File: config.mk
export PLATFORM = sky130hd
export DESIGN_NAME = utf8_char_count_range_filter_unit_flat
export DESIGN_NICKNAME = d
export VERILOG_FILES = /design/src/hdl/ucf_pkg.sv /design/src/hdl/ucf_if.sv /design/src/hdl/ucf_front.sv /design/src/hdl/ucf_queue.sv /design/src/hdl/ucf_back.sv /design/src/hdl/utf8_char_count_range_filter_unit.sv /design/src/flat_wrapper.sv
export SDC_FILE = /design/constraint.sdc
export NUM_CORES = 1
export LEC_CHECK = 0
export BUFFER_PORTS_ARGS = -buffer_cell sky130_fd_sc_hd__buf_2
export CORE_MARGIN = 2
export CORE_UTILIZATION = 30
export DETAILED_ROUTE_END_ITERATION = 7
export SLEW_MARGIN = 20
export SYNTH_ARGS = -nofsm -noshare
export SYNTH_HDL_FRONTEND = slang
export SYNTH_SLANG_ARGS = --single-unit
File: constraint.sdc
create_clock -name clk -period 4.2 [get_ports clk]
set_input_delay 0.63 -clock clk [delete_from_list [all_inputs] [get_ports clk]]
set_output_delay 0.63 -clock clk [all_outputs]
set_load 0.02 [all_outputs]
File: src/hdl/ucf_pkg.sv
// ----------------------------------------------------------------------------
// ucf_pkg
// Shared widths, codes and types of the utf-8 character count range filter.
// ----------------------------------------------------------------------------
package ucf_pkg;

  localparam int COUNT_BITS_DEF  = 32;
  localparam int QUEUE_DEPTH_DEF = 4;

  localparam int BYTE_W     = 8;
  localparam int CHAR_W     = 32;
  localparam int CFG_IDX_W  = 2;
  localparam int CFG_DATA_W = 32;
  localparam int HELD_DEPTH = 5;
  localparam int PTR_W      = 3;
  localparam int NEED_W     = 3;
  localparam int ONES_W     = 4;

  localparam logic [CFG_IDX_W-1:0] REG_FIRST_CHAR = 2'd0;
  localparam logic [CFG_IDX_W-1:0] REG_END_CHAR   = 2'd1;

  localparam logic [BYTE_W-1:0] CONT_MASK = 8'hC0;
  localparam logic [BYTE_W-1:0] CONT_CODE = 8'h80;
  localparam logic [ONES_W-1:0] MAX_LEAD_ONES = 4'd6;

  typedef enum logic {
    KIND_DATA    = 1'b0,
    KIND_SUMMARY = 1'b1
  } kind_t;

  typedef struct packed {
    logic [BYTE_W-1:0] data_byte;
    logic              last_byte;
    logic              is_cont;
    logic              is_lead;
    logic [NEED_W-1:0] need;
  } ucf_entry_t;

endpackage

File: src/hdl/ucf_if.sv
// ----------------------------------------------------------------------------
// ucf_in_if / ucf_out_if
// Valid/ready channels for raw bytes in and filtered results out.
// ----------------------------------------------------------------------------
interface ucf_in_if;
  import ucf_pkg::*;

  logic              valid;
  logic              ready;
  logic [BYTE_W-1:0] data_byte;
  logic              last_byte;

  modport source (output valid, output data_byte, output last_byte, input ready);
  modport sink   (input valid, input data_byte, input last_byte, output ready);
endinterface

interface ucf_out_if;
  import ucf_pkg::*;

  logic              valid;
  logic              ready;
  logic              kind;
  logic [BYTE_W-1:0] kept_byte;
  logic [CHAR_W-1:0] char_count;
  logic              run_end;

  modport source (output valid, output kind, output kept_byte, output char_count,
                  output run_end, input ready);
  modport sink   (input valid, input kind, input kept_byte, input char_count,
                  input run_end, output ready);
endinterface

File: src/hdl/ucf_front.sv
// ----------------------------------------------------------------------------
// ucf_front
// Input stage: takes one byte per item and classifies it as plain, lead or
// continuation byte before handing it to the queue.
// ----------------------------------------------------------------------------
module ucf_front (
  input  logic                clk,
  input  logic                rst_n,
  ucf_in_if.sink              in_ch,
  output logic                push_v,
  output ucf_pkg::ucf_entry_t push_entry,
  input  logic                push_ok
);
  import ucf_pkg::*;

  logic       stage_v_r, stage_v_nxt;
  ucf_entry_t stage_r;
  ucf_entry_t cls;
  logic [ONES_W-1:0] ones;
  logic       stop;
  logic       accept;

  // leading ones of the byte
  always_comb begin
    ones = '0;
    stop = 1'b0;
    for (int i = 0; i < BYTE_W; i++) begin
      if (!stop && in_ch.data_byte[BYTE_W-1-i]) begin
        ones = ones + ONES_W'(1);
      end else begin
        stop = 1'b1;
      end
    end
  end

  always_comb begin
    cls.data_byte = in_ch.data_byte;
    cls.last_byte = in_ch.last_byte;
    cls.is_cont   = (in_ch.data_byte & CONT_MASK) == CONT_CODE;
    cls.is_lead   = ones inside {[ONES_W'(2):MAX_LEAD_ONES]};
    cls.need      = NEED_W'(ones - ONES_W'(1));
  end

  assign in_ch.ready = !stage_v_r || push_ok;
  assign accept      = in_ch.valid && in_ch.ready;
  assign push_v      = stage_v_r;
  assign push_entry  = stage_r;

  always_comb begin
    stage_v_nxt = stage_v_r;
    if (accept) begin
      stage_v_nxt = 1'b1;
    end else if (push_ok) begin
      stage_v_nxt = 1'b0;
    end
  end

  always_ff @(posedge clk) begin
    if (!rst_n) begin
      stage_v_r <= 1'b0;
    end else begin
      stage_v_r <= stage_v_nxt;
    end
  end

  always_ff @(posedge clk) begin
    if (accept) begin
      stage_r <= cls;
    end
  end

endmodule

File: src/hdl/ucf_queue.sv
// ----------------------------------------------------------------------------
// ucf_queue
// Short first-in first-out queue of classified bytes between front and back.
// ----------------------------------------------------------------------------
module ucf_queue #(
  parameter int DEPTH = ucf_pkg::QUEUE_DEPTH_DEF
) (
  input  logic                clk,
  input  logic                rst_n,
  input  logic                push_v,
  input  ucf_pkg::ucf_entry_t push_entry,
  output logic                push_ok,
  output logic                pop_v,
  output ucf_pkg::ucf_entry_t pop_entry,
  input  logic                pop
);
  import ucf_pkg::*;

  localparam int PW = $clog2(DEPTH);
  localparam int CW = $clog2(DEPTH + 1);

  ucf_entry_t     mem [DEPTH];
  logic [PW-1:0]  wr_ptr_r, wr_ptr_nxt;
  logic [PW-1:0]  rd_ptr_r, rd_ptr_nxt;
  logic [CW-1:0]  count_r, count_nxt;
  logic           do_push, do_pop;

  assign push_ok   = count_r != CW'(DEPTH);
  assign pop_v     = count_r != '0;
  assign pop_entry = mem[rd_ptr_r];
  assign do_push   = push_v && push_ok;
  assign do_pop    = pop && pop_v;

  always_comb begin
    wr_ptr_nxt = wr_ptr_r;
    rd_ptr_nxt = rd_ptr_r;
    count_nxt  = count_r;
    if (do_push) begin
      wr_ptr_nxt = (wr_ptr_r == PW'(DEPTH - 1)) ? '0 : wr_ptr_r + PW'(1);
    end
    if (do_pop) begin
      rd_ptr_nxt = (rd_ptr_r == PW'(DEPTH - 1)) ? '0 : rd_ptr_r + PW'(1);
    end
    if (do_push && !do_pop) begin
      count_nxt = count_r + CW'(1);
    end else if (do_pop && !do_push) begin
      count_nxt = count_r - CW'(1);
    end
  end

  always_ff @(posedge clk) begin
    if (!rst_n) begin
      wr_ptr_r <= '0;
      rd_ptr_r <= '0;
      count_r  <= '0;
    end else begin
      wr_ptr_r <= wr_ptr_nxt;
      rd_ptr_r <= rd_ptr_nxt;
      count_r  <= count_nxt;
    end
  end

  always_ff @(posedge clk) begin
    if (do_push) begin
      mem[wr_ptr_r] <= push_entry;
    end
  end

endmodule

File: src/hdl/ucf_back.sv
// ----------------------------------------------------------------------------
// ucf_back
// Sequencer: assembles characters from queued bytes, numbers them, filters
// by character range and issues the results, one queued byte at a time.
// ----------------------------------------------------------------------------
module ucf_back #(
  parameter int COUNT_BITS = ucf_pkg::COUNT_BITS_DEF
) (
  input  logic                        clk,
  input  logic                        rst_n,
  input  logic                        q_v,
  input  ucf_pkg::ucf_entry_t         q_entry,
  output logic                        q_pop,
  input  logic [ucf_pkg::CHAR_W-1:0]  first_char,
  input  logic [ucf_pkg::CHAR_W-1:0]  end_char,
  ucf_out_if.source                   out_ch
);
  import ucf_pkg::*;

  localparam int CMP_W = (COUNT_BITS > CHAR_W) ? COUNT_BITS : CHAR_W;

  typedef enum logic [4:0] {
    ST_IDLE  = 5'b00001,
    ST_START = 5'b00010,
    ST_CHAR  = 5'b00100,
    ST_FLUSH = 5'b01000,
    ST_SUM   = 5'b10000
  } state_t;

  state_t              state_r, state_nxt;
  ucf_entry_t          cur_r, cur_nxt;
  logic                tail_r, tail_nxt;
  logic [PTR_W-1:0]    ptr_r, ptr_nxt;
  logic [PTR_W-1:0]    cnt_r, cnt_nxt;
  logic [NEED_W-1:0]   still_r, still_nxt;
  logic [COUNT_BITS-1:0] idx_r, idx_nxt;
  logic [BYTE_W-1:0]   held_r [HELD_DEPTH];

  logic                pend_v_r, pend_v_nxt;
  kind_t               pend_kind_r;
  logic [BYTE_W-1:0]   pend_byte_r;
  logic [CHAR_W-1:0]   pend_count_r;

  logic                out_valid_r, out_valid_nxt;
  kind_t               out_kind_r;
  logic [BYTE_W-1:0]   out_byte_r;
  logic [CHAR_W-1:0]   out_count_r;
  logic                out_run_end_r;

  logic                go, rel, adv, sum_clr, keep, push_pend, ld_out, ld_end;
  logic                held_we;
  logic [PTR_W-1:0]    held_wa;
  logic [BYTE_W-1:0]   held_wd;
  logic                cand_v;
  kind_t               cand_kind;
  logic [BYTE_W-1:0]   cand_byte;
  logic [NEED_W-1:0]   fin_need;
  logic [CMP_W-1:0]    idx_ext;

  assign go      = !out_valid_r || out_ch.ready;
  assign idx_ext = CMP_W'(idx_r);

  always_comb begin
    state_nxt = state_r;
    cur_nxt   = cur_r;
    tail_nxt  = tail_r;
    ptr_nxt   = ptr_r;
    cnt_nxt   = cnt_r;
    still_nxt = still_r;
    q_pop     = 1'b0;
    rel       = 1'b0;
    adv       = 1'b0;
    sum_clr   = 1'b0;
    held_we   = 1'b0;
    held_wa   = cnt_r;
    held_wd   = cur_r.data_byte;
    cand_v    = 1'b0;
    cand_kind = KIND_DATA;
    cand_byte = cur_r.data_byte;
    fin_need  = '0;
    if (go) begin
      case (state_r)
        ST_IDLE: begin
          rel = pend_v_r;
          if (q_v) begin
            q_pop   = 1'b1;
            cur_nxt = q_entry;
            if (still_r != '0) begin
              if (!q_entry.is_cont) begin
                // broken sequence
                ptr_nxt   = '0;
                tail_nxt  = 1'b0;
                state_nxt = ST_FLUSH;
              end else if (still_r == NEED_W'(1)) begin
                ptr_nxt   = '0;
                state_nxt = ST_CHAR;
              end else begin
                held_we   = 1'b1;
                held_wd   = q_entry.data_byte;
                cnt_nxt   = cnt_r + PTR_W'(1);
                still_nxt = still_r - NEED_W'(1);
                if (q_entry.last_byte) begin
                  ptr_nxt   = '0;
                  tail_nxt  = 1'b1;
                  state_nxt = ST_FLUSH;
                end
              end
            end else begin
              state_nxt = ST_START;
            end
          end
        end
        ST_START: begin
          if (!cur_r.is_lead) begin
            cand_v = 1'b1;
            adv    = 1'b1;
          end else begin
            held_we   = 1'b1;
            held_wa   = '0;
            cnt_nxt   = PTR_W'(1);
            still_nxt = cur_r.need;
            fin_need  = cur_r.need;
          end
          if (!cur_r.last_byte) begin
            state_nxt = ST_IDLE;
          end else if (fin_need != '0) begin
            // string ends inside a sequence
            ptr_nxt   = '0;
            tail_nxt  = 1'b1;
            state_nxt = ST_FLUSH;
          end else begin
            state_nxt = ST_SUM;
          end
        end
        ST_CHAR: begin
          cand_v = 1'b1;
          if (ptr_r != cnt_r) begin
            cand_byte = held_r[ptr_r];
            ptr_nxt   = ptr_r + PTR_W'(1);
          end else begin
            adv       = 1'b1;
            cnt_nxt   = '0;
            still_nxt = '0;
            state_nxt = cur_r.last_byte ? ST_SUM : ST_IDLE;
          end
        end
        ST_FLUSH: begin
          cand_v    = 1'b1;
          cand_byte = held_r[ptr_r];
          adv       = 1'b1;
          if (ptr_r == cnt_r - PTR_W'(1)) begin
            cnt_nxt   = '0;
            still_nxt = '0;
            state_nxt = tail_r ? ST_SUM : ST_START;
          end else begin
            ptr_nxt = ptr_r + PTR_W'(1);
          end
        end
        ST_SUM: begin
          cand_v    = 1'b1;
          cand_kind = KIND_SUMMARY;
          cand_byte = '0;
          sum_clr   = 1'b1;
          cnt_nxt   = '0;
          still_nxt = '0;
          state_nxt = ST_IDLE;
        end
        default: begin
          state_nxt = ST_IDLE;
        end
      endcase
    end
  end

  // saturating character index
  always_comb begin
    idx_nxt = idx_r;
    if (sum_clr) begin
      idx_nxt = '0;
    end else if (adv && !(&idx_r)) begin
      idx_nxt = idx_r + COUNT_BITS'(1);
    end
  end

  assign keep = (cand_kind == KIND_SUMMARY) ||
                ((idx_ext >= CMP_W'(first_char)) && (idx_ext < CMP_W'(end_char)));
  assign push_pend = cand_v && keep;

  // one result is held back until it is known whether it ends the item's run
  always_comb begin
    ld_out     = rel || (push_pend && pend_v_r);
    ld_end     = rel;
    pend_v_nxt = pend_v_r;
    if (rel) begin
      pend_v_nxt = 1'b0;
    end else if (push_pend) begin
      pend_v_nxt = 1'b1;
    end
    out_valid_nxt = out_valid_r;
    if (ld_out) begin
      out_valid_nxt = 1'b1;
    end else if (out_ch.ready) begin
      out_valid_nxt = 1'b0;
    end
  end

  always_ff @(posedge clk) begin
    if (!rst_n) begin
      state_r     <= ST_IDLE;
      tail_r      <= 1'b0;
      ptr_r       <= '0;
      cnt_r       <= '0;
      still_r     <= '0;
      idx_r       <= '0;
      pend_v_r    <= 1'b0;
      out_valid_r <= 1'b0;
    end else begin
      state_r     <= state_nxt;
      tail_r      <= tail_nxt;
      ptr_r       <= ptr_nxt;
      cnt_r       <= cnt_nxt;
      still_r     <= still_nxt;
      idx_r       <= idx_nxt;
      pend_v_r    <= pend_v_nxt;
      out_valid_r <= out_valid_nxt;
    end
  end

  always_ff @(posedge clk) begin
    cur_r <= cur_nxt;
    if (held_we) begin
      held_r[held_wa] <= held_wd;
    end
    if (push_pend) begin
      pend_kind_r  <= cand_kind;
      pend_byte_r  <= cand_byte;
      pend_count_r <= idx_ext[CHAR_W-1:0];
    end
    if (ld_out) begin
      out_kind_r    <= pend_kind_r;
      out_byte_r    <= pend_byte_r;
      out_count_r   <= pend_count_r;
      out_run_end_r <= ld_end;
    end
  end

  assign out_ch.valid      = out_valid_r;
  assign out_ch.kind       = out_kind_r;
  assign out_ch.kept_byte  = out_byte_r;
  assign out_ch.char_count = out_count_r;
  assign out_ch.run_end    = out_run_end_r;

  a_open_seq_holds: assert property (@(posedge clk) disable iff (!rst_n)
    (still_r != '0) |-> (cnt_r != '0 && cnt_r <= PTR_W'(HELD_DEPTH)))
    else $error("open sequence without held bytes");

  a_flush_nonempty: assert property (@(posedge clk) disable iff (!rst_n)
    (state_r == ST_FLUSH) |-> (cnt_r != '0 && ptr_r < cnt_r))
    else $error("flush pointer out of held range");

  a_summary_ends_run: assert property (@(posedge clk) disable iff (!rst_n)
    (out_valid_r && out_kind_r == KIND_SUMMARY) |-> out_run_end_r)
    else $error("summary item not marked as run end");

  a_sum_clears_index: assert property (@(posedge clk) disable iff (!rst_n)
    (state_r == ST_SUM && go) |=> (idx_r == '0 && still_r == '0))
    else $error("counter not cleared after summary");

endmodule

File: src/hdl/utf8_char_count_range_filter_unit.sv
// ----------------------------------------------------------------------------
// utf8_char_count_range_filter_unit
// Splits a byte stream into utf-8 characters with lenient recovery, passes
// the bytes of characters in [first_char, end_char) and ends each string
// with a summary item holding the character count.
//
//   channel | dir | payload                                   | handshake
//   in_ch   | in  | data_byte, last_byte                      | valid/ready
//   out_ch  | out | kind, kept_byte, char_count, run_end      | valid/ready
//   cfg_*   | in  | cfg_index, cfg_data                       | cfg_we
//
// a plain or lead byte passes the idle and start states of the back
// sequencer; each held byte passed on or flushed and the summary take a state
// step of their own, a continuation byte only held is taken in idle. the
// sequencer takes a new byte only when done with the last; front stage and
// queue keep taking items while it or the output is stalled, until the queue
// is full. synchronous active-low reset clears counters, queue, valid flags.
// ----------------------------------------------------------------------------
module utf8_char_count_range_filter_unit #(
  parameter int COUNT_BITS  = ucf_pkg::COUNT_BITS_DEF,
  parameter int QUEUE_DEPTH = ucf_pkg::QUEUE_DEPTH_DEF
) (
  input  logic                           clk,
  input  logic                           rst_n,
  ucf_in_if.sink                         in_ch,
  ucf_out_if.source                      out_ch,
  input  logic                           cfg_we,
  input  logic [ucf_pkg::CFG_IDX_W-1:0]  cfg_index,
  input  logic [ucf_pkg::CFG_DATA_W-1:0] cfg_data
);
  import ucf_pkg::*;

  logic [CHAR_W-1:0] first_char_r, first_char_nxt;
  logic [CHAR_W-1:0] end_char_r, end_char_nxt;

  logic       push_v, push_ok;
  ucf_entry_t push_entry;
  logic       pop_v, pop;
  ucf_entry_t pop_entry;

  always_comb begin
    first_char_nxt = first_char_r;
    end_char_nxt   = end_char_r;
    if (cfg_we) begin
      case (cfg_index)
        REG_FIRST_CHAR: first_char_nxt = cfg_data[CHAR_W-1:0];
        REG_END_CHAR:   end_char_nxt   = cfg_data[CHAR_W-1:0];
        default: begin
        end
      endcase
    end
  end

  always_ff @(posedge clk) begin
    if (!rst_n) begin
      first_char_r <= '0;
      end_char_r   <= '1;
    end else begin
      first_char_r <= first_char_nxt;
      end_char_r   <= end_char_nxt;
    end
  end

  ucf_front u_front (
    .clk        (clk),
    .rst_n      (rst_n),
    .in_ch      (in_ch),
    .push_v     (push_v),
    .push_entry (push_entry),
    .push_ok    (push_ok)
  );

  ucf_queue #(
    .DEPTH (QUEUE_DEPTH)
  ) u_queue (
    .clk        (clk),
    .rst_n      (rst_n),
    .push_v     (push_v),
    .push_entry (push_entry),
    .push_ok    (push_ok),
    .pop_v      (pop_v),
    .pop_entry  (pop_entry),
    .pop        (pop)
  );

  ucf_back #(
    .COUNT_BITS (COUNT_BITS)
  ) u_back (
    .clk        (clk),
    .rst_n      (rst_n),
    .q_v        (pop_v),
    .q_entry    (pop_entry),
    .q_pop      (pop),
    .first_char (first_char_r),
    .end_char   (end_char_r),
    .out_ch     (out_ch)
  );

endmodule

File: src/flat_wrapper.sv
// flat-port wrapper written by rule: the top's interface ports become plain ports
module utf8_char_count_range_filter_unit_flat import ucf_pkg::*;
#(
  parameter int COUNT_BITS  = ucf_pkg::COUNT_BITS_DEF,
  parameter int QUEUE_DEPTH = ucf_pkg::QUEUE_DEPTH_DEF
)
  (clk, rst_n, cfg_we, cfg_index, cfg_data, in_ch_valid, in_ch_data_byte, in_ch_last_byte, in_ch_ready, out_ch_valid, out_ch_kind, out_ch_kept_byte, out_ch_char_count, out_ch_run_end, out_ch_ready);
  ucf_in_if in_ch_i ();
  ucf_out_if out_ch_i ();
  input  logic clk;
  input  logic rst_n;
  input  logic cfg_we;
  input  logic [ucf_pkg::CFG_IDX_W-1:0] cfg_index;
  input  logic [ucf_pkg::CFG_DATA_W-1:0] cfg_data;
  input wire logic [$bits(in_ch_i.valid)-1:0] in_ch_valid;
  input wire logic [$bits(in_ch_i.data_byte)-1:0] in_ch_data_byte;
  input wire logic [$bits(in_ch_i.last_byte)-1:0] in_ch_last_byte;
  output wire logic [$bits(in_ch_i.ready)-1:0] in_ch_ready;
  output wire logic [$bits(out_ch_i.valid)-1:0] out_ch_valid;
  output wire logic [$bits(out_ch_i.kind)-1:0] out_ch_kind;
  output wire logic [$bits(out_ch_i.kept_byte)-1:0] out_ch_kept_byte;
  output wire logic [$bits(out_ch_i.char_count)-1:0] out_ch_char_count;
  output wire logic [$bits(out_ch_i.run_end)-1:0] out_ch_run_end;
  input wire logic [$bits(out_ch_i.ready)-1:0] out_ch_ready;
  assign in_ch_i.valid = in_ch_valid;
  assign in_ch_i.data_byte = in_ch_data_byte;
  assign in_ch_i.last_byte = in_ch_last_byte;
  assign in_ch_ready = in_ch_i.ready;
  assign out_ch_valid = out_ch_i.valid;
  assign out_ch_kind = out_ch_i.kind;
  assign out_ch_kept_byte = out_ch_i.kept_byte;
  assign out_ch_char_count = out_ch_i.char_count;
  assign out_ch_run_end = out_ch_i.run_end;
  assign out_ch_i.ready = out_ch_ready;
  utf8_char_count_range_filter_unit #(.COUNT_BITS(COUNT_BITS), .QUEUE_DEPTH(QUEUE_DEPTH)) u_core (.clk(clk), .rst_n(rst_n), .in_ch(in_ch_i), .out_ch(out_ch_i), .cfg_we(cfg_we), .cfg_index(cfg_index), .cfg_data(cfg_data));
endmodule
* Word level (Yosys, flattened, before mapping) *
Memories as Yosys holds them, arrays and structs flattened. A register that Yosys moved wholly into a read port is not among the register bits.
Cells that the tools add are included.

word-level totals
  latch bits = 0
  memory bits (writable) = 96
  memory bits (read-only) = 0
  memories kept = 2
  bits in registers = 231
  output and inout bits = 44

operators by class
  add/subtract/negate cells = 17
  bitwise gates (word level) = 1
  order comparisons = 4
  reductions and logical operators = 53
  shift operators = 0
  eq/ne operators = 28
  div/mod/pow operators = 0
  multiplexer cells = 110
  multipliers = 0

memories
  memory                depth  bits a word  rd ports  clocked after memory_dff  wr ports  RTL line         source
  u_core.u_queue.mem    4      14           1         1                         1         ucf_queue.sv:22  ucf_entry_t mem [DEPTH];
  u_core.u_back.held_r  5      8            1         1                         1         ucf_back.sv:37   logic [BYTE_W-1:0] held_r [HELD_DEPTH];

operators with widths
  cell                                               count
  two-way mux 3 bit                                  31
  two-way mux 8 bit                                  8
  two-way mux 5 bit                                  11
  two-way mux 1 bit                                  40
  adder 32 x 1 -> 32 bit (second input constant)     1
  >= comparator 32 bit                               1
  < comparator 32 bit                                1
  AND reduction 32 bit                               1
  one-hot mux 3 bit (5 select lines)                 2
  adder 4 x 1 -> 4 bit (second input constant)       7
  two-way mux 4 bit                                  7
  one-hot mux 8 bit (3 select lines)                 1
  inequality test 2 bit (second input constant)      10
  one-hot mux 5 bit (4 select lines)                 1
  AND reduction 9 bit                                2
  logical AND 1 bit                                  17
  one-hot mux 3 bit (4 select lines)                 1
  subtractor 3 x 1 -> 3 bit (second input constant)  4
  zero test 1 bit                                    11
  adder 3 x 1 -> 3 bit (second input constant)       3
  inequality test 3 bit (second input constant)      3
  nonzero test 3 bit                                 3
  two-way mux 2 bit                                  4
  AND reduction 8 bit                                1
  29 further kinds                                   42

* Depth between registers and ports, before layout *
Gate-level depths: netlist of run 1.

  depth after elaboration = 22
  gate-level depth with buffers = 19
  depth with buffers taken out = 19

* Cells and area by module *
From an unflattened synthesis of run 1, not the netlist that was laid out.

second synthesis, totals
  cells, all modules = 1265
  area, all modules = 15443.6 um2

modules (own cells, without submodules)
  module                             area each (um2)  cells each  seq. area each (um2)  times used
  ucf_back                           9026.2           759         5124.9                1
  utf8_char_count_range_filter_unit  2907.8           288         1281.2                1
  ucf_queue                          2504.9           124         1861.8                1
  ucf_front                          1004.7           94          440.4                 1

* Worst setup path after synthesis of run 1 *
Ideal clock, no wire load.

  path type = input -> register
  from = in in_ch_data_byte[5]
  to = reg u_core.u_front.stage_r, in the netlist u_core.u_front.push_entry[3], data pin
  data arrival time = 4148 ps
  stages = 19
  path buffers = 0
  slack = -220 ps
  path through = inv_1 a21boi_0 ha_1 o21a_1 ha_1 mux2_2 ha_1 mux2i_1 o21ai_0 ha_1 mux2_2 ha_1 mux2i_1 nor2_1 a21oi_1 inv_1 ha_1 nor3_1 a211oi_1

RTL lines
  item                  RTL line            source
  start, declared       flat_wrapper.sv:16  input wire logic [$bits(in_ch_i.data_byte)-1:0] in_ch_data_byte;
  end signal, assigned  ucf_front.sv:68     stage_r <= cls;
  end, declared         ucf_front.sv:17     ucf_entry_t stage_r;

==> flow_summary.ini, run 1 <==
[worst_setup_path]
cp-start-kind = input pin
arrival_ns = 4.23
critPathKind = input pin to flip-flop
crit_fanout = 4
required_ns = 4.48
crit_path_end_kind = flip-flop
crit_top_cell = ha_1
slowest_delay_ns = 0.33
path_cells = buf_2 > and2_1 > ha_1 > o21a_1 > ha_1 > mux2_2 > ha_1 > mux2i_1 > o21ai_1 > ha_1 > mux2_2 > ha_1 > mux2i_1 > nor2_1 > a21oi_2 > inv_1 > ha_1 > nor3_1 > a211oi_1
crit_family = adder cells
cp_slowest_cell = ha_1
path_buf_inv = 2

[pwr]
swShare_pct = 27.23
internal_power_uw = 6224
p_sw_uw = 2329
power_uw = 8553
p_leak_uw = 0.006342
p_clk_share_pct = 36.7
seq_power_share_pct = 46.5
pwr-share-comb_pct = 16.8
max-vdd-ir-drop_v = 0.0002155
powerDensity_nw_per_um2 = 504.0

[floorplan]
ios = 92
initial_utilization_pct = 30.39
die-area_um2 = 50150
die_w_um = 223.9
die_h_um = 223.9
coreArea_um2 = 47750
num_rows = 80

[synth]
postSynthNetCount = 1338
syn_inst = 1206
seq_area_frac_synth_pct = 60.01
async_reset_ff_share_pct = 0
synth_area_leaders = edfxtp_1 43%, dfxtp_1 17%, ha_1 7.2%
synth_seq_cells = 332
synth_area_um2 = 14510
postSynthAreaPerCell_um2 = 12.03
yosysWarnings = 0
synth_top_area_share_pct = 42.63
ys.flop_type = edfxtp_1
synth-edff-count = 206
yosysTopAreaCell = edfxtp_1
synth_cell_types = 81

[outcome]
status = completed

[route]
dr.pass1.iters = 5
wire_per_inst_um = 15.97
routed_wl_um = 31300
drt_iter0_drc = 515
drc = 0
vias = 9439
viasPerCell = 4.816
ant_nets = 0

[global_routing]
antenna_found_initial = 2
gr-total-overflow = 0
grt_pass1_vias = 9364
grtUsageTotal_pct = 12.64
grt_max_degree = 55
grt_pass1_wl_um = 50290

[run]
max_cap_violations = 0

[placed_design]
dp_hpwl_um = 21780
io_buffers = 91
gp_congestion = 0.8040

[clocking]
cts.sinks = 332
clk-insertion-delay-late_ns = 0.54
htree_num_levels = 2
cts_buffer_depth = 3
cts_root_buf = clkbuf_16
cts_setup_buffers = 0
cts_buffers = 37
cts_tree = done
clkTransAtPathRegs_ns = 0.06

[cells_and_area]
nets = 1449
utilization_pct = 35.54
area_delta_synth_final_pct = 16.94
antenna_cells = 0
fillers = 4607
drive_above_1_share_pct = 17.55

[hold_path]
hold_path_class = input pin to flip-flop

[timing]
fin_crit_ns = 3.947
setup_viol = 0
period_share_pct = 93.97
relSlewSlack_pct = 27.04
fin_skew_ns = 0.02698
finalHoldViolations = 0
tightestPinTransition_ns = 1.093
drv_slew = 0
fmax_mhz = 253.4
rsz0062_at_grt = no
cells by family (layout without fill, tap and decap cells):
logic type	after synthesis	count (layout)	synth area share (%)
multiplexers	48	48	5.294
AND/OR/NAND/NOR	358	358	12.29
AO/OA/AOI/OAI	213	213	9.191
buffers and inverters	134	273	3.587
XOR/XNOR	37	37	2.337
adder cells (fa/ha/maj)	84	84	7.294
flip-flops	332	332	60.01
layout make-up:
cell class,instances,area (um^2),share of cell area (%)
repair buffers,117,663.1,3.908
clock inverters,23,229.0,1.349
clock buffers,44,952.2,5.611
multi-input cells,740,5314,31.31
well taps,615,769.5,4.534
flip-flops and latches,332,8708,51.32
inverters,89,334.1,1.969
through the flow:
stage	hold slack [ns]	instance area [um^2]	cells	setup TNS [ns]	setup WS, ns
5_1_grt	0.2589	16970	1960	0	0.02859
6_report	0.2738	16970	1960	0	0.2531
3_3_place_gp	0.4017	15790	1893	-0.6123	-0.3229
2_1_floorplan	0.4003	14520	1206	-0.1380	-0.1380
3_5_place_dp	0.4045	15790	1893	-0.9726	-0.4299
4_1_cts	0.2444	16970	1960	0	0.1316
cell usage in the layout (no fill, tap or decap), drive strengths merged, types with 4 or more instances in the layout:
| master | netlist | routed |
|---|---|---|
| a211oi | 11 | 11 |
| a21boi | 4 | 4 |
| a21o | 6 | 6 |
| a21oi | 81 | 81 |
| and2 | 6 | 6 |
| and3 | 11 | 11 |
| and4 | 4 | 4 |
| buf | 12 | 117 |
| clkbuf | 33 | 44 |
| clkinv | 0 | 8 |
| clkinvlp | 0 | 9 |
| dfxtp | 126 | 126 |
| edfxtp | 206 | 206 |
| ha | 83 | 83 |
| inv | 89 | 92 |
| mux2 | 10 | 10 |
| mux2i | 16 | 16 |
| mux4 | 22 | 22 |
| nand2 | 150 | 150 |
| nand2b | 10 | 10 |
| nand3 | 21 | 21 |
| nand4 | 23 | 23 |
| nor2 | 66 | 66 |
| nor2b | 4 | 4 |
| nor3 | 11 | 11 |
| nor3b | 5 | 5 |
| nor4 | 12 | 12 |
| o211ai | 35 | 35 |
| o21a | 4 | 4 |
| o21ai | 44 | 44 |
| or2 | 5 | 5 |
| or3 | 13 | 13 |
| or3b | 4 | 4 |
| xnor2 | 20 | 20 |
| xor2 | 16 | 16 |
power by group through the flow:
stage	clock, uW	sequential (uW)	combinational [uW]
2_1_floorplan	0	3970	1090
3_3_place_gp	0	4030	1400
3_5_place_dp	0	4040	1440
4_1_cts	3220	3980	1450
5_1_grt	3340	4010	1610
6_report	3140	3980	1440
Yosys cell counts, drive strengths merged (4+ instances only):
master	number
edfxtp	206
nand2	150
dfxtp	126
inv	89
ha	83
a21oi	81
nor2	66
o21ai	44
o211ai	35
clkbuf	33
nand4	23
mux4	22
nand3	21
xnor2	20
mux2i	16
xor2	16
or3	13
buf	12
nor4	12
a211oi	11
and3	11
nor3	11
mux2	10
nand2b	10
a21o	6
and2	6
nor3b	5
or2	5
a21boi	4
and4	4
nor2b	4
o21a	4
or3b	4
worst reg2reg max path: cells and delay by family, from the launching register on:
kind / cells / cell delay (ns)
buffers and inverters: 2 / 0.67
AND/OR/NAND/NOR: 2 / 0.69
flip-flops: 1 / 0.53
AO/OA/AOI/OAI: 3 / 0.97
adder cells (fa/ha/maj): 1 / 0.29
layer usage:
layer	vias to the layer above	GRT usage, %	routed length [um]
met3	61	2.387	1184
met2	169	21.97	15360
met5	-	0	0
li1	4622	-	-
met4	0	4.215	772
met1	4587	15.75	13980
sequential cells by signal, indices dropped and copies added (netlist names), 2 cells and up, named ones only:
name and count:
u_core.u_back.cnt_r 3, u_core.u_back.out_ch.kept_byte 8, u_core.u_queue.count_r 3, u_core.u_back.cur_r 13
u_core.u_queue.rd_ptr_r 2, u_core.u_back.pend_byte_r 8, u_core.u_back.state_r 5, u_core.u_back.pend_count_r 32
u_core.u_queue.mem 56, u_core.u_queue.wr_ptr_r 2, u_core.u_back.still_r 3, u_core.u_back.idx_ext 32
u_core.first_char_r 32, u_core.u_back.ptr_r 3, u_core.u_front.push_entry 14, u_core.u_back.out_ch.char_count 32
u_core.end_char_r 32, u_core.u_back.held_r 40
repair_timing:
action | in CTS | in global routing
resized for setup | 0 | 2
hold buffers | 0 | 0
endpoints found under the setup margin | 0 | 1
worst paths after layout:
kind,startpoint,cells after the start,slack [ns],to
worst max register to register,u_core.u_back.idx_ext[1],8,0.72,u_core.u_back.pend_count_r[25]
worst min-delay path,in_ch_last_byte,1,0.27,u_core.u_front.push_entry[5]
worst max-delay path,in_ch_data_byte[7],19,0.25,u_core.u_front.push_entry[3]
worst min register to register,u_core.u_back.pend_count_r[16],0,0.42,u_core.u_back.out_ch.char_count[16]
Note: power is estimated with default switching activity, not from simulation.
==> run 2, diff against run 1 <==
- clock period: 4.2 -> 3.4 ns (I/O delays scaled with it)
==> flow_summary.ini, run 2 (synthesis results as in run 1) <==
[floorplan]
die-area_um2 = 50150
die_h_um = 223.9
num_rows = 80
coreArea_um2 = 47750
initial_utilization_pct = 30.39
die_w_um = 223.9
ios = 92

[worst_setup_path]
rrSetupSlack_ns = 0.34
critPathKind = input pin to flip-flop
crit_path_end_kind = flip-flop
arrival_ns = 3.78
r2r_start = u_core.u_back.idx_ext[14]
ff2ff_path_depth = 9
crit_fanout = 3
r2r_end = u_core.u_back.out_ch.char_count[1]
required_ns = 3.67
cp-start-kind = input pin

[outcome]
violations = setup timing
status = finished, violations left

[timing]
period_share_pct = 103.2
rsz0062_at_grt = yes
drv_slew = 0
setup_viol = 2
fin_crit_ns = 3.510
fmax_mhz = 284.9
fin_skew_ns = 0.01492
tightestPinTransition_ns = 0.9375
finalWorstSetupSlack_ns = -0.1096
hold_ws_ns = 0.1584
finalHoldViolations = 0
relSlewSlack_pct = 37.30

[cells_and_area]
nets = 1471
antenna_cells = 0
largest_reg_flops = 56
area_delta_synth_final_pct = 19.46
top_regs = u_core.u_queue.mem (56), u_core.u_back.held_r (40)
drive_above_1_share_pct = 19.66
design_area_um2 = 17340
top_register = u_core.u_queue.mem
final_cell_mix = 206 x edfxtp_1, 150 x nand2_1, 126 x dfxtp_1
final_common_cell = edfxtp_1

[pwr]
p_sw_uw = 2825
pwr-share-comb_pct = 17.0
p_clk_share_pct = 37.1
powerDensity_nw_per_um2 = 616.8
internal_power_uw = 7867
p_leak_uw = 0.006538
seq_power_share_pct = 45.9
swShare_pct = 26.42
max-vdd-ir-drop_v = 0.0002653

[placed_design]
dp_hpwl_um = 22340
gp_congestion = 0.8182
io_buffers = 91
placed_area_um2 = 15970

[route]
ant_nets = 0
dr.pass1.iters = 5
viasPerCell = 4.769
vias = 9457
drt_iter0_drc = 586
wire_per_inst_um = 16.21
routed_wl_um = 32150
drc = 0

[hold_path]
hold_depth = 1
whs_endpoint = u_core.u_front.push_entry[5]
min_from = in_ch_last_byte
hold_path_class = input pin to flip-flop

[clocking]
postCtsHoldBufs = 0
cts_buffer_depth = 3
cts_buffers = 37
cts_tree = done
cts_root_buf = clkbuf_16
htree_num_levels = 2
cts.sinks = 332
clkTransAtPathRegs_ns = 0.06
clk-insertion-delay-late_ns = 0.54

[global_routing]
grtUsageTotal_pct = 12.91
grt_pass1_wl_um = 51060
antenna_found_initial = 2
gr-total-overflow = 0
grt_pass1_vias = 9293
grt_max_degree = 65

[run]
max_cap_violations = 0
==> run 2: cell types whose count changed in the layout (fill, tap and decap cells not counted), moves of 3 or more <==
cell        previous run  this run
clkinv_2               4         7
buf_4                 25        46
clkbuf_8               0         3
ha_4                   0         6
buf_2                 91        88
clkinv_1               3         8
ha_1                  83        77
clkinvlp_4             8         0
==> run 2: repair_timing <==
action,in CTS,in global routing
pin swaps,11,6
setup endpoints to repair,3,3
buffers inserted,3,2
resized for setup,12,7
==> run 2: worst max path at each step <==
stage | start | end | depth (start not counted)
2_1_floorplan | in_ch_data_byte[7] | u_core.u_front.push_entry[3] | 18
3_3_place_gp | in_ch_data_byte[7] | u_core.u_front.push_entry[3] | 19
3_5_place_dp | in_ch_data_byte[7] | u_core.u_front.push_entry[3] | 19
4_1_cts | in_ch_data_byte[6] | u_core.u_front.push_entry[3] | 19
5_1_grt | in_ch_data_byte[6] | u_core.u_front.push_entry[3] | 21
6_report | in_ch_data_byte[6] | u_core.u_front.push_entry[3] | 19
==> run 2: power groups by stage <==
stage          logic (uW)  clock network, uW  registers, uW
2_1_floorplan        1350                  0           4910
3_3_place_gp         1760                  0           4980
3_5_place_dp         1790                  0           4990
4_1_cts              1820               4090           4900
5_1_grt              2030               4250           4940
6_report             1820               3970           4900
==> run 2: cell type report <==
cell class,instances,area [um^2]
Tap cell,615,769.5
Fill cell,4607,30410
Sequential cell,332,8708
Multi-Input combinational cell,740,5441
Timing Repair Buffer,139,867.1
Inverter,89,334.1
Clock inverter,19,171.4
Clock buffer,49,1044
==> run 2: worst max-delay path, stage by stage <==
cell      delay [ns]
buf_8           0.10
and2_4          0.16
ha_4            0.23
o21a_4          0.20
ha_4            0.21
mux2_4          0.28
ha_4            0.27
mux2i_2         0.07
o21ai_2         0.19
ha_1            0.27
mux2_4          0.28
ha_4            0.21
mux2i_1         0.14
nor2_1          0.06
a21oi_2         0.15
inv_2           0.07
ha_4            0.16
nor3_2          0.16
a211oi_1        0.07
==> run 2: metal layers <==
layer	global-route usage [%]	up-vias	share of wire [%]
met3	2.571	39	4.4
met4	3.226	0	1.6
met1	16.13	4581	44
met5	0	-	0
li1	-	4662	-
met2	22.81	175	50
==> run 2: metrics by stage <==
stage	setup slack [ns]	setup TNS (ns)	util [%]	instances	power, uW
4_1_cts	-0.1753	-0.2477	36.18	1981	10820
2_1_floorplan	-0.6488	-1.669	-	1206	6257
3_5_place_dp	-0.8235	-2.308	33.45	1910	6782
3_3_place_gp	-0.7020	-1.967	33.45	1910	6741
5_1_grt	-0.1997	-0.3505	36.31	1983	11220
6_report	-0.1096	-0.1624	36.31	1983	10690
